==> config.mk <==
export PLATFORM = sky130hd
export DESIGN_NAME = pid_controller_dual_mode
export DESIGN_NICKNAME = d
export VERILOG_FILES = /design/src/hdl/pidd_pkg.sv /design/src/hdl/pidd_mul.sv /design/src/hdl/pidd_div.sv /design/src/hdl/pidd_datapath.sv /design/src/hdl/pidd_ctrl.sv /design/src/hdl/pid_controller_dual_mode.sv
export SDC_FILE = /design/constraint.sdc
export NUM_CORES = 2
export LEC_CHECK = 0
export ABC_AREA = 1
export BUFFER_PORTS_ARGS = -buffer_cell sky130_fd_sc_hd__buf_2
export CAP_MARGIN = 0
export CORE_ASPECT_RATIO = 0.7
export CORE_MARGIN = 8
export CORE_UTILIZATION = 41
export CTS_CLUSTER_DIAMETER = 40
export DETAILED_ROUTE_END_ITERATION = 7
export PLACE_DENSITY = 0.58
export SLEW_MARGIN = 20
export SYNTH_ARGS = -nofsm -noshare
export SYNTH_HDL_FRONTEND = slang
export SYNTH_SLANG_ARGS = --single-unit
==> constraint.sdc <==
create_clock -name i_clk -period 10.35 [get_ports i_clk]
set_input_delay 1.5525 -clock i_clk [delete_from_list [all_inputs] [get_ports i_clk]]
set_output_delay 1.5525 -clock i_clk [all_outputs]
set_load 0.005 [all_outputs]
==> src/hdl/pidd_pkg.sv <==
package pidd_pkg;

    localparam int DATA_W    = 32;
    localparam int GAIN_W    = 31;
    localparam int CFG_IDX_W = 3;
    localparam int FRAC_W    = 16;
    localparam int MUL_A_W   = 35;
    localparam int MUL_MAG_W = 34;
    localparam int MUL_HALF_W = 17;
    localparam int MUL_PP_W  = MUL_HALF_W + GAIN_W;
    localparam int MUL_ACC_W = MUL_PP_W + MUL_HALF_W;
    localparam int MUL_RES_W = 50;
    localparam int SUM_W     = 36;
    localparam int DIV_Q_W   = 16;
    localparam int FACT_W    = DIV_Q_W + 1;

    // derivative smoothing g, Q0.16
    localparam logic [FRAC_W-1:0] DERIV_SMOOTHING_Q16 = 16'd0;
    localparam logic [FACT_W-1:0] FACT_ONE    = 17'h1_0000;
    localparam logic [FACT_W-1:0] SMOOTH_KEEP = FACT_ONE - FACT_W'(DERIV_SMOOTHING_Q16);

    typedef enum logic [CFG_IDX_W-1:0] {
        REG_MODE             = 3'd0,
        REG_PROP_GAIN        = 3'd1,
        REG_INTEG_GAIN       = 3'd2,
        REG_DERIV_GAIN       = 3'd3,
        REG_OUTPUT_LIMIT     = 3'd4,
        REG_INTEGRAL_LIMIT   = 3'd5,
        REG_SEPARATION_LIMIT = 3'd6,
        REG_DEAD_BAND        = 3'd7
    } t_cfg_reg;

    typedef enum logic [2:0] {
        MOP_P  = 3'd0,
        MOP_I  = 3'd1,
        MOP_D  = 3'd2,
        MOP_S1 = 3'd3,
        MOP_S2 = 3'd4,
        MOP_IF = 3'd5
    } t_mop;

    typedef enum logic [2:0] {
        S_IDLE     = 3'd0,
        S_ERR      = 3'd1,
        S_MUL_GO   = 3'd2,
        S_MUL_WAIT = 3'd3,
        S_DIV_GO   = 3'd4,
        S_DIV_WAIT = 3'd5,
        S_INTEG    = 3'd6,
        S_OUT      = 3'd7
    } t_state;

    typedef enum logic [1:0] {
        MS_IDLE = 2'd0,
        MS_LO   = 2'd1,
        MS_HI   = 2'd2,
        MS_RND  = 2'd3
    } t_mul_step;

    typedef struct packed {
        logic load;
        logic calc_err;
        logic mul_start;
        logic mul_store;
        t_mop op;
        logic div_start;
        logic fin_integ;
        logic fin_out;
    } t_cmd;

    typedef struct packed {
        logic mode;
        logic mul_done;
        logic div_done;
    } t_status;

    function automatic logic signed [DATA_W-1:0] sat32(input logic signed [MUL_RES_W-1:0] v);
        logic signed [DATA_W-1:0] r;
        if (v[MUL_RES_W-1:DATA_W-1] == '0 || v[MUL_RES_W-1:DATA_W-1] == '1) begin
            r = v[DATA_W-1:0];
        end else if (v[MUL_RES_W-1]) begin
            r = {1'b1, {(DATA_W-1){1'b0}}};
        end else begin
            r = {1'b0, {(DATA_W-1){1'b1}}};
        end
        return r;
    endfunction

    function automatic logic signed [DATA_W-1:0] clamp_sym(input logic signed [SUM_W-1:0] v,
                                                          input logic [GAIN_W-1:0] lim);
        logic signed [SUM_W-1:0] l;
        logic signed [SUM_W-1:0] r;
        l = signed'(SUM_W'(lim));
        if (v > l) begin
            r = l;
        end else if (v < -l) begin
            r = -l;
        end else begin
            r = v;
        end
        return r[DATA_W-1:0];
    endfunction

endpackage

==> src/hdl/pidd_mul.sv <==
module pidd_mul (
    input  logic                                  i_clk,
    input  logic                                  i_rst_n,
    input  logic                                  i_start,
    input  logic signed [pidd_pkg::MUL_A_W-1:0]   i_a,
    input  logic        [pidd_pkg::GAIN_W-1:0]    i_b,
    input  logic                                  i_sh17,
    output logic                                  o_done,
    output logic signed [pidd_pkg::MUL_RES_W-1:0] o_res
);
    pidd_pkg::t_mul_step                  r_step;
    logic                                 r_done;
    logic [pidd_pkg::MUL_MAG_W-1:0]       r_mag;
    logic                                 r_neg;
    logic [pidd_pkg::GAIN_W-1:0]          r_b;
    logic                                 r_sh17;
    logic [pidd_pkg::MUL_ACC_W-1:0]       r_acc;
    logic signed [pidd_pkg::MUL_RES_W-1:0] r_res;

    logic [pidd_pkg::MUL_HALF_W-1:0]      w_half;
    logic [pidd_pkg::MUL_PP_W-1:0]        w_pp;
    logic [pidd_pkg::MUL_ACC_W:0]         w_rnd;
    logic [pidd_pkg::MUL_ACC_W:0]         w_shr;
    logic signed [pidd_pkg::MUL_RES_W-1:0] w_mag;

    assign w_half = (r_step == pidd_pkg::MS_HI) ?
                    r_mag[pidd_pkg::MUL_MAG_W-1:pidd_pkg::MUL_HALF_W] :
                    r_mag[pidd_pkg::MUL_HALF_W-1:0];
    assign w_pp   = pidd_pkg::MUL_PP_W'(w_half) * pidd_pkg::MUL_PP_W'(r_b);
    assign w_rnd  = {1'b0, r_acc} + (r_sh17 ? (pidd_pkg::MUL_ACC_W+1)'(1) << pidd_pkg::FRAC_W :
                                     (pidd_pkg::MUL_ACC_W+1)'(1) << (pidd_pkg::FRAC_W - 1));
    assign w_shr  = r_sh17 ? (w_rnd >> (pidd_pkg::FRAC_W + 1)) : (w_rnd >> pidd_pkg::FRAC_W);
    assign w_mag  = signed'({1'b0, w_shr[pidd_pkg::MUL_RES_W-2:0]});

    always_ff @(posedge i_clk) begin
        if (!i_rst_n) begin
            r_step <= pidd_pkg::MS_IDLE;
            r_done <= 1'b0;
        end else begin
            r_done <= 1'b0;
            unique case (r_step)
                pidd_pkg::MS_IDLE: begin
                    if (i_start) begin
                        r_step <= pidd_pkg::MS_LO;
                    end
                end
                pidd_pkg::MS_LO:  r_step <= pidd_pkg::MS_HI;
                pidd_pkg::MS_HI:  r_step <= pidd_pkg::MS_RND;
                pidd_pkg::MS_RND: begin
                    r_step <= pidd_pkg::MS_IDLE;
                    r_done <= 1'b1;
                end
                default: r_step <= pidd_pkg::MS_IDLE;
            endcase
        end
    end

    always_ff @(posedge i_clk) begin
        if (r_step == pidd_pkg::MS_IDLE && i_start) begin
            r_mag  <= i_a[pidd_pkg::MUL_A_W-1] ? pidd_pkg::MUL_MAG_W'(-i_a) :
                                                 pidd_pkg::MUL_MAG_W'(i_a);
            r_neg  <= i_a[pidd_pkg::MUL_A_W-1];
            r_b    <= i_b;
            r_sh17 <= i_sh17;
        end
        if (r_step == pidd_pkg::MS_LO) begin
            r_acc <= pidd_pkg::MUL_ACC_W'(w_pp);
        end
        if (r_step == pidd_pkg::MS_HI) begin
            r_acc <= r_acc + {w_pp, {pidd_pkg::MUL_HALF_W{1'b0}}};
        end
        if (r_step == pidd_pkg::MS_RND) begin
            r_res <= r_neg ? -w_mag : w_mag;
        end
    end

    assign o_done = r_done;
    assign o_res  = r_res;

endmodule

==> src/hdl/pidd_div.sv <==
module pidd_div (
    input  logic                               i_clk,
    input  logic                               i_rst_n,
    input  logic                               i_start,
    input  logic [pidd_pkg::GAIN_W-1:0]        i_num,
    input  logic [pidd_pkg::GAIN_W-1:0]        i_den,
    output logic                               o_done,
    output logic [pidd_pkg::DIV_Q_W-1:0]       o_quo
);
    localparam int CNT_W = $clog2(pidd_pkg::DIV_Q_W + 1);

    logic                             r_busy;
    logic                             r_done;
    logic [CNT_W-1:0]                 r_cnt;
    logic [pidd_pkg::GAIN_W:0]        r_rem;
    logic [pidd_pkg::GAIN_W-1:0]      r_den;
    logic [pidd_pkg::DIV_Q_W-1:0]     r_quo;

    logic [pidd_pkg::GAIN_W:0]        w_sh;
    logic                             w_ge;

    assign w_sh = {r_rem[pidd_pkg::GAIN_W-1:0], 1'b0};
    assign w_ge = w_sh >= {1'b0, r_den};

    always_ff @(posedge i_clk) begin
        if (!i_rst_n) begin
            r_busy <= 1'b0;
            r_done <= 1'b0;
            r_cnt  <= '0;
        end else begin
            r_done <= 1'b0;
            if (i_start && !r_busy) begin
                r_busy <= 1'b1;
                r_cnt  <= '0;
            end else if (r_busy) begin
                r_cnt <= r_cnt + 1'b1;
                if (r_cnt == CNT_W'(pidd_pkg::DIV_Q_W - 1)) begin
                    r_busy <= 1'b0;
                    r_done <= 1'b1;
                end
            end
        end
    end

    always_ff @(posedge i_clk) begin
        if (i_start && !r_busy) begin
            r_rem <= {1'b0, i_num};
            r_den <= i_den;
        end else if (r_busy) begin
            r_rem <= w_ge ? (w_sh - {1'b0, r_den}) : w_sh;
            r_quo <= {r_quo[pidd_pkg::DIV_Q_W-2:0], w_ge};
        end
    end

    assign o_done = r_done;
    assign o_quo  = r_quo;

endmodule

==> src/hdl/pidd_datapath.sv <==
module pidd_datapath (
    input  logic                                i_clk,
    input  logic                                i_rst_n,
    input  pidd_pkg::t_cmd                      i_cmd,
    output pidd_pkg::t_status                   o_status,
    input  logic                                i_cfg_we,
    input  logic [pidd_pkg::CFG_IDX_W-1:0]      i_cfg_idx,
    input  logic [pidd_pkg::GAIN_W-1:0]         i_cfg_data,
    input  logic signed [pidd_pkg::DATA_W-1:0]  i_measured,
    input  logic signed [pidd_pkg::DATA_W-1:0]  i_target,
    output logic signed [pidd_pkg::DATA_W-1:0]  o_drive
);
    localparam int DW = pidd_pkg::DATA_W;
    localparam int GW = pidd_pkg::GAIN_W;
    localparam int AW = pidd_pkg::MUL_A_W;
    localparam int RW = pidd_pkg::MUL_RES_W;
    localparam int SW = pidd_pkg::SUM_W;

    logic           r_mode;
    logic [GW-1:0]  r_kp, r_ki, r_kd, r_olim, r_ilim, r_sep, r_db;

    logic signed [DW-1:0] r_meas, r_tgt, r_e;
    logic [DW-1:0]        r_ae;
    logic signed [DW-1:0] r_e1, r_e2, r_integ, r_lastd, r_acc;
    logic signed [DW-1:0] r_p, r_ia, r_a, r_d, r_i, r_drive;
    logic signed [RW-1:0] r_s1;

    logic signed [DW:0]   w_diff;
    logic signed [DW-1:0] w_esat;
    logic [DW-1:0]        w_aesat;
    logic signed [AW-1:0] w_e, w_e1, w_e2, w_ma;
    logic [GW-1:0]        w_mb;
    logic                 w_sh17;
    logic [pidd_pkg::FACT_W-1:0] w_f;
    logic                 w_mdone, w_ddone;
    logic signed [RW-1:0] w_mres;
    logic [pidd_pkg::DIV_Q_W-1:0] w_quo;
    logic signed [SW-1:0] w_isum, w_osum;

    assign w_diff  = {r_tgt[DW-1], r_tgt} - {r_meas[DW-1], r_meas};
    assign w_esat  = (w_diff[DW] != w_diff[DW-1]) ?
                     (w_diff[DW] ? {1'b1, {(DW-1){1'b0}}} : {1'b0, {(DW-1){1'b1}}}) :
                     w_diff[DW-1:0];
    assign w_aesat = w_esat[DW-1] ? (DW'(0) - DW'(w_esat)) : DW'(w_esat);

    assign w_e  = AW'(r_e);
    assign w_e1 = AW'(r_e1);
    assign w_e2 = AW'(r_e2);

    assign w_f = (r_ae == '0) ? pidd_pkg::FACT_ONE :
                 (r_ae > DW'(r_sep)) ? '0 : pidd_pkg::FACT_W'(w_quo);

    always_comb begin
        w_ma   = w_e;
        w_mb   = r_kp;
        w_sh17 = 1'b0;
        unique case (i_cmd.op)
            pidd_pkg::MOP_P: begin
                w_ma = r_mode ? (w_e - w_e1) : w_e;
                w_mb = r_kp;
            end
            pidd_pkg::MOP_I: begin
                w_ma = r_mode ? (w_e + w_e1) : w_e;
                w_mb = r_ki;
            end
            pidd_pkg::MOP_D: begin
                w_ma = r_mode ? (w_e - (w_e1 <<< 1) + w_e2) : (w_e - w_e1);
                w_mb = r_kd;
            end
            pidd_pkg::MOP_S1: begin
                w_ma = AW'(r_a);
                w_mb = GW'(pidd_pkg::SMOOTH_KEEP);
            end
            pidd_pkg::MOP_S2: begin
                w_ma = AW'(r_lastd);
                w_mb = GW'(pidd_pkg::DERIV_SMOOTHING_Q16);
            end
            pidd_pkg::MOP_IF: begin
                w_ma   = AW'(r_ia);
                w_mb   = GW'(w_f);
                w_sh17 = 1'b1;
            end
            default: begin
                w_ma = w_e;
            end
        endcase
    end

    assign w_isum = SW'(r_integ) + ((r_ae < DW'(r_sep)) ? SW'(r_ia) : SW'(0));
    assign w_osum = r_mode ? (SW'(r_acc) + SW'(r_p) + SW'(r_i) + SW'(r_d)) :
                             (SW'(r_p) + SW'(r_integ) + SW'(r_d));

    pidd_mul u_mul (
        .i_clk   (i_clk),
        .i_rst_n (i_rst_n),
        .i_start (i_cmd.mul_start),
        .i_a     (w_ma),
        .i_b     (w_mb),
        .i_sh17  (w_sh17),
        .o_done  (w_mdone),
        .o_res   (w_mres)
    );

    pidd_div u_div (
        .i_clk   (i_clk),
        .i_rst_n (i_rst_n),
        .i_start (i_cmd.div_start),
        .i_num   (GW'(DW'(r_sep) - r_ae)),
        .i_den   (r_sep),
        .o_done  (w_ddone),
        .o_quo   (w_quo)
    );

    always_ff @(posedge i_clk) begin
        if (!i_rst_n) begin
            r_mode  <= 1'b0;
            r_kp    <= '0;
            r_ki    <= '0;
            r_kd    <= '0;
            r_olim  <= '1;
            r_ilim  <= '1;
            r_sep   <= '1;
            r_db    <= '0;
            r_e1    <= '0;
            r_e2    <= '0;
            r_integ <= '0;
            r_lastd <= '0;
            r_acc   <= '0;
        end else begin
            if (i_cfg_we) begin
                unique case (pidd_pkg::t_cfg_reg'(i_cfg_idx))
                    pidd_pkg::REG_MODE:             r_mode <= i_cfg_data[0];
                    pidd_pkg::REG_PROP_GAIN:        r_kp   <= i_cfg_data;
                    pidd_pkg::REG_INTEG_GAIN:       r_ki   <= i_cfg_data;
                    pidd_pkg::REG_DERIV_GAIN:       r_kd   <= i_cfg_data;
                    pidd_pkg::REG_OUTPUT_LIMIT:     r_olim <= i_cfg_data;
                    pidd_pkg::REG_INTEGRAL_LIMIT:   r_ilim <= i_cfg_data;
                    pidd_pkg::REG_SEPARATION_LIMIT: r_sep  <= i_cfg_data;
                    pidd_pkg::REG_DEAD_BAND:        r_db   <= i_cfg_data;
                    default: ;
                endcase
            end
            if (i_cmd.fin_integ) begin
                r_integ <= r_mode ? r_i : pidd_pkg::clamp_sym(w_isum, r_ilim);
            end
            if (i_cmd.fin_out) begin
                r_acc   <= pidd_pkg::clamp_sym(w_osum, r_olim);
                r_lastd <= r_d;
                r_e2    <= r_e1;
                r_e1    <= r_e;
            end
        end
    end

    always_ff @(posedge i_clk) begin
        if (i_cmd.load) begin
            r_meas <= i_measured;
            r_tgt  <= i_target;
        end
        if (i_cmd.calc_err) begin
            if (w_aesat < DW'(r_db)) begin
                r_e  <= '0;
                r_ae <= '0;
            end else begin
                r_e  <= w_esat;
                r_ae <= w_aesat;
            end
        end
        if (i_cmd.mul_store) begin
            unique case (i_cmd.op)
                pidd_pkg::MOP_P:  r_p  <= pidd_pkg::sat32(w_mres);
                pidd_pkg::MOP_I:  r_ia <= pidd_pkg::sat32(w_mres);
                pidd_pkg::MOP_D: begin
                    r_a <= pidd_pkg::sat32(w_mres);
                    r_d <= pidd_pkg::sat32(w_mres);
                end
                pidd_pkg::MOP_S1: r_s1 <= w_mres;
                pidd_pkg::MOP_S2: r_d  <= pidd_pkg::sat32(r_s1 + w_mres);
                pidd_pkg::MOP_IF: r_i  <= w_mres[DW-1:0];
                default: ;
            endcase
        end
        if (i_cmd.fin_out) begin
            r_drive <= pidd_pkg::clamp_sym(w_osum, r_olim);
        end
    end

    assign o_status.mode     = r_mode;
    assign o_status.mul_done = w_mdone;
    assign o_status.div_done = w_ddone;
    assign o_drive           = r_drive;

endmodule

==> src/hdl/pidd_ctrl.sv <==
module pidd_ctrl (
    input  logic              i_clk,
    input  logic              i_rst_n,
    input  logic              i_in_valid,
    output logic              o_in_stall,
    output logic              o_out_valid,
    input  logic              i_out_stall,
    input  pidd_pkg::t_status i_status,
    output pidd_pkg::t_cmd    o_cmd
);
    pidd_pkg::t_state r_state, n_state;
    pidd_pkg::t_mop   r_op, n_op;
    logic             r_out_valid, n_out_valid;
    logic             w_out_free;

    assign w_out_free = !r_out_valid || !i_out_stall;

    always_ff @(posedge i_clk) begin
        if (!i_rst_n) begin
            r_state     <= pidd_pkg::S_IDLE;
            r_op        <= pidd_pkg::MOP_P;
            r_out_valid <= 1'b0;
        end else begin
            r_state     <= n_state;
            r_op        <= n_op;
            r_out_valid <= n_out_valid;
        end
    end

    always_comb begin
        n_state     = r_state;
        n_op        = r_op;
        n_out_valid = r_out_valid && i_out_stall;
        o_cmd       = '0;
        o_cmd.op    = r_op;
        unique case (r_state)
            pidd_pkg::S_IDLE: begin
                if (i_in_valid) begin
                    o_cmd.load = 1'b1;
                    n_state    = pidd_pkg::S_ERR;
                end
            end
            pidd_pkg::S_ERR: begin
                o_cmd.calc_err = 1'b1;
                n_op           = pidd_pkg::MOP_P;
                n_state        = pidd_pkg::S_MUL_GO;
            end
            pidd_pkg::S_MUL_GO: begin
                o_cmd.mul_start = 1'b1;
                n_state         = pidd_pkg::S_MUL_WAIT;
            end
            pidd_pkg::S_MUL_WAIT: begin
                if (i_status.mul_done) begin
                    o_cmd.mul_store = 1'b1;
                    unique case (r_op)
                        pidd_pkg::MOP_P: begin
                            n_op    = pidd_pkg::MOP_I;
                            n_state = pidd_pkg::S_MUL_GO;
                        end
                        pidd_pkg::MOP_I: begin
                            n_op    = pidd_pkg::MOP_D;
                            n_state = pidd_pkg::S_MUL_GO;
                        end
                        pidd_pkg::MOP_D: begin
                            n_op    = pidd_pkg::MOP_S1;
                            n_state = i_status.mode ? pidd_pkg::S_DIV_GO : pidd_pkg::S_MUL_GO;
                        end
                        pidd_pkg::MOP_S1: begin
                            n_op    = pidd_pkg::MOP_S2;
                            n_state = pidd_pkg::S_MUL_GO;
                        end
                        default: begin
                            n_state = pidd_pkg::S_INTEG;
                        end
                    endcase
                end
            end
            pidd_pkg::S_DIV_GO: begin
                o_cmd.div_start = 1'b1;
                n_state         = pidd_pkg::S_DIV_WAIT;
            end
            pidd_pkg::S_DIV_WAIT: begin
                if (i_status.div_done) begin
                    n_op    = pidd_pkg::MOP_IF;
                    n_state = pidd_pkg::S_MUL_GO;
                end
            end
            pidd_pkg::S_INTEG: begin
                o_cmd.fin_integ = 1'b1;
                n_state         = pidd_pkg::S_OUT;
            end
            pidd_pkg::S_OUT: begin
                if (w_out_free) begin
                    o_cmd.fin_out = 1'b1;
                    n_out_valid   = 1'b1;
                    n_state       = pidd_pkg::S_IDLE;
                end
            end
            default: n_state = pidd_pkg::S_IDLE;
        endcase
    end

    assign o_in_stall  = (r_state != pidd_pkg::S_IDLE);
    assign o_out_valid = r_out_valid;

endmodule

==> src/hdl/pid_controller_dual_mode.sv <==
// Dual-mode PID controller, Q16.16, positional or incremental form.
// Input channel: i_in_valid / o_in_stall carry i_measured and i_target; a
// transfer happens on a rising edge with valid high and stall low.
// Output channel: o_out_valid / i_out_stall carry o_drive, one result per input.
// Config: write i_cfg_data into register i_cfg_idx while i_cfg_we is high,
// only while the block is idle.
// Work: positional runs the error step, 5 multiplies, then the integral and
// output steps; incremental has 4 multiplies plus the 16-step radix-2 divide
// of the integral fade factor. One item in flight; the next is taken only once
// the result of the one before is posted. The work is serialised on the shared
// 17x31 multiplier and the bit-serial divider.
// Reset (synchronous, active low): gains and dead band 0, limits all ones,
// history and accumulators cleared, output register empty.
// A stalled result holds in the output register; the next input is still
// taken and computed, and then waits for the register to empty.
module pid_controller_dual_mode (
    input  logic                                i_clk,
    input  logic                                i_rst_n,
    input  logic                                i_in_valid,
    output logic                                o_in_stall,
    input  logic signed [pidd_pkg::DATA_W-1:0]  i_measured,
    input  logic signed [pidd_pkg::DATA_W-1:0]  i_target,
    output logic                                o_out_valid,
    input  logic                                i_out_stall,
    output logic signed [pidd_pkg::DATA_W-1:0]  o_drive,
    input  logic                                i_cfg_we,
    input  logic [pidd_pkg::CFG_IDX_W-1:0]      i_cfg_idx,
    input  logic [pidd_pkg::GAIN_W-1:0]         i_cfg_data
);
    pidd_pkg::t_cmd    w_cmd;
    pidd_pkg::t_status w_status;

    pidd_ctrl u_ctrl (
        .i_clk       (i_clk),
        .i_rst_n     (i_rst_n),
        .i_in_valid  (i_in_valid),
        .o_in_stall  (o_in_stall),
        .o_out_valid (o_out_valid),
        .i_out_stall (i_out_stall),
        .i_status    (w_status),
        .o_cmd       (w_cmd)
    );

    pidd_datapath u_dp (
        .i_clk      (i_clk),
        .i_rst_n    (i_rst_n),
        .i_cmd      (w_cmd),
        .o_status   (w_status),
        .i_cfg_we   (i_cfg_we),
        .i_cfg_idx  (i_cfg_idx),
        .i_cfg_data (i_cfg_data),
        .i_measured (i_measured),
        .i_target   (i_target),
        .o_drive    (o_drive)
    );

    a_busy_after_xfer: assert property (@(posedge i_clk) disable iff (!i_rst_n)
        i_in_valid && !o_in_stall |=> o_in_stall)
        else $error("input taken while item in work");

    a_result_from_work: assert property (@(posedge i_clk) disable iff (!i_rst_n)
        $rose(o_out_valid) |-> $past(o_in_stall))
        else $error("result posted with no item in work");

    a_symmetric_clamp: assert property (@(posedge i_clk) disable iff (!i_rst_n)
        o_out_valid |-> o_drive != {1'b1, {(pidd_pkg::DATA_W-1){1'b0}}})
        else $error("drive outside symmetric range");

endmodule
**After elaboration in Yosys (flattened, before gate mapping)**

Cells that the tools add are included.

- Add/subtract/negate cells: 22
- Multiply operators: 1
- Divide/modulo/power cells: 0
- $lt $le $gt $ge: 8
- Equality and inequality tests: 32
- Shifts and indexed selects: 0
- Mux-type cells: 63
- Bitwise operators: 3
- Reduce and logical (&&, ||, !) cells: 41

Operator list:

| cell | number |
|---|---|
| 2-to-1 mux 32 bit | 12 |
| case mux 35 bit (6 select lines) | 1 |
| case mux 31 bit (5 select lines) | 1 |
| 2-to-1 mux 65 bit | 2 |
| 2-to-1 mux 35 bit | 3 |
| adder 32 x 32 -> 33 bit | 3 |
| 2-to-1 mux 49 bit | 2 |
| 2-to-1 mux 31 bit | 3 |
| greater-than comparator 36 x 32 -> 1 bit | 2 |
| < comparator 36 bit | 2 |
| 2-to-1 mux 36 bit | 2 |
| negator 31 -> 36 bit | 2 |
| adder 33 x 32 -> 34 bit | 2 |
| adder 65 x 17 -> 66 bit | 1 |
| subtractor 32 x 32 -> 33 bit | 2 |
| adder 65 bit | 1 |
| < comparator 32 x 31 -> 1 bit | 2 |
| case mux 32 bit (2 select lines) | 1 |
| subtractor 31 bit | 2 |
| 2-to-1 mux 17 bit | 3 |
| adder 50 bit | 1 |
| negator 49 -> 50 bit | 1 |
| multiplier 17 x 31 -> 48 bit | 1 |
| == test 19 bit (second input constant) | 2 |
| other kinds (43) | 116 |

- Register bits: 1025
- Latch bits: 0
- RAM bits: 0
- ROM bits: 0
- Input port bits: 103
- Output and inout bits: 34
- Logic and storage cells: 212
- Memories kept: 0

**Depth between registers and ports, before layout**

- Depth in word-level cells: 7
- Depth in mapped cells: 48
- Gate-level depth less buffers: 45

**By module**

Synthesis repeated with hierarchy kept, for this count alone.

- Cells, all modules: 13120
- Area total of the unflattened synthesis: 95955.8 µm²

By module, submodules not included:

| module | instances | cells an instance | area an instance (µm²) |
|---|---|---|---|
| pidd_datapath | 1 | 8122 | 58697.5 |
| pidd_mul | 1 | 4056 | 30480.5 |
| pidd_div | 1 | 854 | 6211.0 |
| pidd_ctrl | 1 | 88 | 566.8 |

**Worst setup path after synthesis**

Ideal clock, no wire load.

- Path kind: flip-flop to flip-flop
- Start point: reg u_dp.u_mul.r_step[0]
- End point: reg u_dp.u_mul.r_acc[64] (netlist bit) (data pin)
- Setup time: 259 ps
- Data arrival time: 8290 ps
- Path slack: 1801 ps
- Stages on the path, launching flop included: 47
- Buffers on the path: 3
- Cell sequence: dfxtp_1 inv_1 ha_1 clkbuf_1 clkbuf_1 o21ai_1 inv_1 clkbuf_1 nand2_1 fa_1 inv_1 fa_1 inv_1 fa_1 inv_1 fa_1 fa_1 inv_1 [11 not listed] nand2_1 nand2_1 nand2_1 nand2_1 nand2_1 nand2_1 nand2_1 or2_2 and2_1 ha_1 a21oi_1 inv_1 a31oi_1 nor2_1 a2111oi_0 nand3_1 o21ai_0 a21oi_1

- Word-level cells in the longest chain between the ends: 5

Ends and longest elaborated chain:

| element | line | text |
|---|---|---|
| from (decl) | pidd_mul.sv:11 | `pidd_pkg::t_mul_step r_step;` |
| from (signal assigned) | pidd_mul.sv:37 | `r_step <= pidd_pkg::MS_IDLE;` |
| from (signal assigned) | pidd_mul.sv:44 | `r_step <= pidd_pkg::MS_LO;` |
| from (signal assigned) | pidd_mul.sv:47 | `pidd_pkg::MS_LO: r_step <= pidd_pkg::MS_HI;` |
| == test 2 bit (*) | pidd_mul.sv:26, pidd_mul.sv:69 |  |
| 2-to-1 mux 17 bit | pidd_mul.sv:26 | `assign w_half = (r_step == pidd_pkg::MS_HI) ?` |
| multiplier 17 x 31 -> 48 bit | pidd_mul.sv:29 | `assign w_pp = pidd_pkg::MUL_PP_W'(w_half) * pidd_pkg::MUL_PP_W'(r_b);` |
| adder 65 bit | pidd_mul.sv:70 | `r_acc <= r_acc + {w_pp, {pidd_pkg::MUL_HALF_W{1'b0}}};` |
| 2-to-1 mux 65 bit (*) | pidd_mul.sv:69 | `if (r_step == pidd_pkg::MS_HI) begin` |
| to (signal assigned) | pidd_mul.sv:67 | `r_acc <= pidd_pkg::MUL_ACC_W'(w_pp);` |
| to (signal assigned) | pidd_mul.sv:70 |  |
| to (decl) | pidd_mul.sv:17 | `logic [pidd_pkg::MUL_ACC_W-1:0] r_acc;` |

Mark *: on every way between the ends. The rest lies on a longest branch, timed or not.
A chain may end at the register's enable or synchronous reset.

**Final worst setup path**

- Start point: reg u_dp.u_mul.r_step[0]
- End point: reg u_dp.u_mul.r_acc[63] (netlist bit) (data pin)

Same word-level chain as after synthesis.

==> flow_summary_export.csv <==
group,metric,value,unit
sta,max_freq,104,MHz
logic_synthesis,syn_inst,13600,
sta,fin_crit_sh,93.1,%
sta,rsz0062_at_grt,"false",
setup_path,slowest_stage,"o21ai_2",
setup_path,crit_buf_inv,10,
floorplan,start_util,41.3,%
logic_synthesis,synth_edf_count,614,
route,drc,0,
setup_path,critPathCaptureType,"flip-flop",
setup_path,worstSetupStartpointType,"flip-flop",
global_routing,grt_max_degree,150,
sta,setup_ws,0.712,ns
clocking,htree_levels,4,
finish,area_growth,9.99,%
global_routing,grt_pass1_vias,85400,
run_status,status,"finished, final reports clean",
floorplan,ios,137,
route,drt_iter0_drc,13100,
sta,setup_viol_count_final,0,
sta,worst_pin_slew,1.28,ns
global_routing,antenna_found_initial,25,
setup_path,critPathMaxFanout,19,
setup_path,path_delay_family,"adder cells",
place,finalWeightedCongestion,1.06,
route,vias,93100,
clocking,postCtsSetupRepairBufs,0,
floorplan,fp-row-count,149,
floorplan,floorplan.die_area,0.254,mm²
clocking,cts-buffers-inserted,164,
finish,drive_above_1_share,5.78,%
job,max_cap_viol_count,0,
global_routing,track_usage,30.8,%
route,drtPass1Iterations,6,
clocking,cts.sinks,1009,
logic_synthesis,ys_warn_count,0,
sta,hold_violations,0,
finish,num-fill-cells,24500,
global_routing,overflow,0,
route,routedWlPerCell,23.8,µm
worst_hold_path,min_path_type,"reg -> reg",
sta,fin_crit,9.64,ns
route,ant_nets,0,
global_routing,grt_pass1_wl,587000,µm
setup_path,worstPathArrival,10.34,ns
clocking,cts_buffer_depth,4,
clocking,clk_latency,0.86,ns
place,dp_hpwl,324000,µm
logic_synthesis,synth_fp_nets,15000,
logic_synthesis,ys_ff_latch,1009,
floorplan,fp.dieH,424,µm
clocking,cts_tree,"done",
setup_path,cpMostUsedCell,"inv_1",
logic_synthesis,synth.distinct_cells,68,
floorplan,core,0.236,mm²
clocking,cts_root_buffer,"clkbuf_16",
setup_path,crit_type,"reg -> reg",
logic_synthesis,synth_area,0.0975,mm²
sta,slew_viol_final,0,
sta,fin_skew,0.0620,ns
clocking,hold_buffers,0,
logic_synthesis,ys.flop_type,"edfxtp_1",
place,port-buffer-count,136,
clocking,ctsResizeCount,0,
finish,final_nets,15000,
setup_path,cp.required,11.05,ns
place,pre_cts_slack,0.856,ns
route,routed_wl,401000,µm
clocking,clk_pin_slew,0.06,ns
setup_path,crit_path_max_incr_delay,0.88,ns
logic_synthesis,async_flop_share,0,%
route,vias_per_cell,5.51,
logic_synthesis,yosysSeqAreaShare,27.0,%
floorplan,die_x,599,µm
sta,relSlewSlack,13.8,%
logic_synthesis,avgSynthCellArea,7.19,µm²
sta,tns,0,ns
## sequential cells by signal, summed over array words and instances, names as in the netlist, 34 cells and up
| name | cells |
|---|---|
| u_dp.r_s1 | 50 |
| u_dp.u_mul.o_res | 50 |
| u_dp.u_mul.r_acc | 50 |
| u_dp.u_mul.r_mag | 34 |
## metal layers
layer  track usage (%)  wire length [µm]
met3              10.2             56400
met2              37.7            139000
met1              49.8            195000
met5                 0                54
met4              7.26             10900
## path summary, 6_finish.rpt
path / start / to / slack, ns / depth (start not counted)
worst min register to register: u_dp.u_div.o_quo[14] / u_dp.u_div.o_quo[15] / 0.44 / 0
worst min-delay path: u_dp.u_div.o_quo[14] / u_dp.u_div.o_quo[15] / 0.44 / 0
worst max register to register: u_dp.u_mul.r_step[0] / u_dp.u_mul.r_acc[63] / 0.71 / 39
worst max-delay path: u_dp.u_mul.r_step[0] / u_dp.u_mul.r_acc[63] / 0.71 / 39
## logic make-up after synthesis
group / Yosys count / synth area share [%]
and+or+nand+nor: 6039 / 25.4
AOI/OAI and AO/OA: 2228 / 13.0
adders and majority gates: 1294 / 20.8
DFF: 1009 / 27.0
xor gates and xnor gates: 397 / 3.57
muxes: 1 / 0.0103
buffers and inverters: 2588 / 10.2
## layout by cell type, fill, tap and decap left out, drive strengths merged, types with 9 or more instances in the layout
| cell type | Yosys | layout |
|---|---|---|
| a211oi | 30 | 30 |
| a21boi | 40 | 40 |
| a21o | 37 | 37 |
| a21oi | 890 | 890 |
| a221oi | 23 | 23 |
| a31oi | 62 | 62 |
| a41oi | 18 | 18 |
| and2 | 15 | 15 |
| and3 | 11 | 11 |
| buf | 118 | 266 |
| bufinv | 0 | 19 |
| clkbuf | 287 | 184 |
| clkinv | 20 | 58 |
| dfxtp | 395 | 395 |
| diode | 0 | 11 |
| edfxtp | 614 | 614 |
| fa | 542 | 542 |
| ha | 752 | 752 |
| inv | 2163 | 2208 |
| nand2 | 3225 | 3225 |
| nand3 | 758 | 758 |
| nand3b | 18 | 18 |
| nand4 | 143 | 143 |
| nor2 | 1628 | 1628 |
| nor3 | 142 | 142 |
| nor4 | 44 | 44 |
| o211ai | 120 | 120 |
| o21a | 52 | 52 |
| o21ai | 861 | 861 |
| o21bai | 52 | 52 |
| o221ai | 9 | 9 |
| or2 | 54 | 54 |
| xnor2 | 104 | 104 |
| xor2 | 293 | 293 |
## worst register-to-register path: cells and delay by family (launching register included)
family / cells / cell delay (ns)
XOR/XNOR: 1 / 0.21
flip-flops: 1 / 0.36
buffers and inverters: 10 / 1.14
AO/OA/AOI/OAI: 10 / 2.46
AND/OR/NAND/NOR: 9 / 1.18
adder cells (fa/ha/maj): 9 / 4.19
## metrics by stage
stage | utilization [%] | hold slack, ns | area (µm²) | cells
final | 45.5 | 0.437 | 107000 | 16900
after CTS | 45.4 | 0.432 | 107000 | 16900
after global routing | 45.4 | 0.453 | 107000 | 16900
after detailed placement | 43.1 | 0.439 | 102000 | 16600
after global placement | 43.0 | 0.430 | 102000 | 16600
after floorplan | - | 0.408 | 97500 | 13600
## cell type report
cell class	instances	area (µm²)	share of cell area (%)
tap	3171	3970	3.70
antenna	11	27.5	0.0257
clock inverter	110	1360	1.27
clock buffer	184	4250	3.96
inverter	2183	8200	7.64
timing repair buffer	266	1700	1.58
sequential	1009	26400	24.6
multi-input combinational	9959	61400	57.3
## Yosys cell counts, types with 18 or more instances
cell	count	area share [%]
o21ai_0	810	4.2
nand4_1	143	0.92
nand3_1	753	3.9
o211ai_1	119	0.92
edfxtp_1	614	19
o21bai_1	52	0.40
dfxtp_1	395	8.1
a21oi_2	49	0.44
a21oi_1	841	4.3
clkinv_1	20	0.077
a21boi_2	18	0.21
a41oi_1	18	0.16
nor4_1	43	0.28
inv_2	19	0.073
a21boi_0	22	0.17
xnor2_1	104	0.93
inv_1	2144	8.3
nor3_1	130	0.67
o21ai_1	41	0.21
nand2_2	28	0.18
ha_1	752	9.6
clkbuf_1	285	1.1
nor2_1	1607	6.2
xor2_1	293	2.6
nand2_1	3196	12
o21a_1	52	0.40
a21o_1	37	0.28
buf_2	65	0.33
a211oi_1	30	0.23
buf_1	38	0.15
a221oi_1	23	0.21
a31oi_1	62	0.40
or2_2	52	0.33
fa_1	542	11
nand3b_1	18	0.14
Power is left out: the tool's default activity adds up to more than one toggle a clock period on the data nets, which glitch-free logic cannot reach.
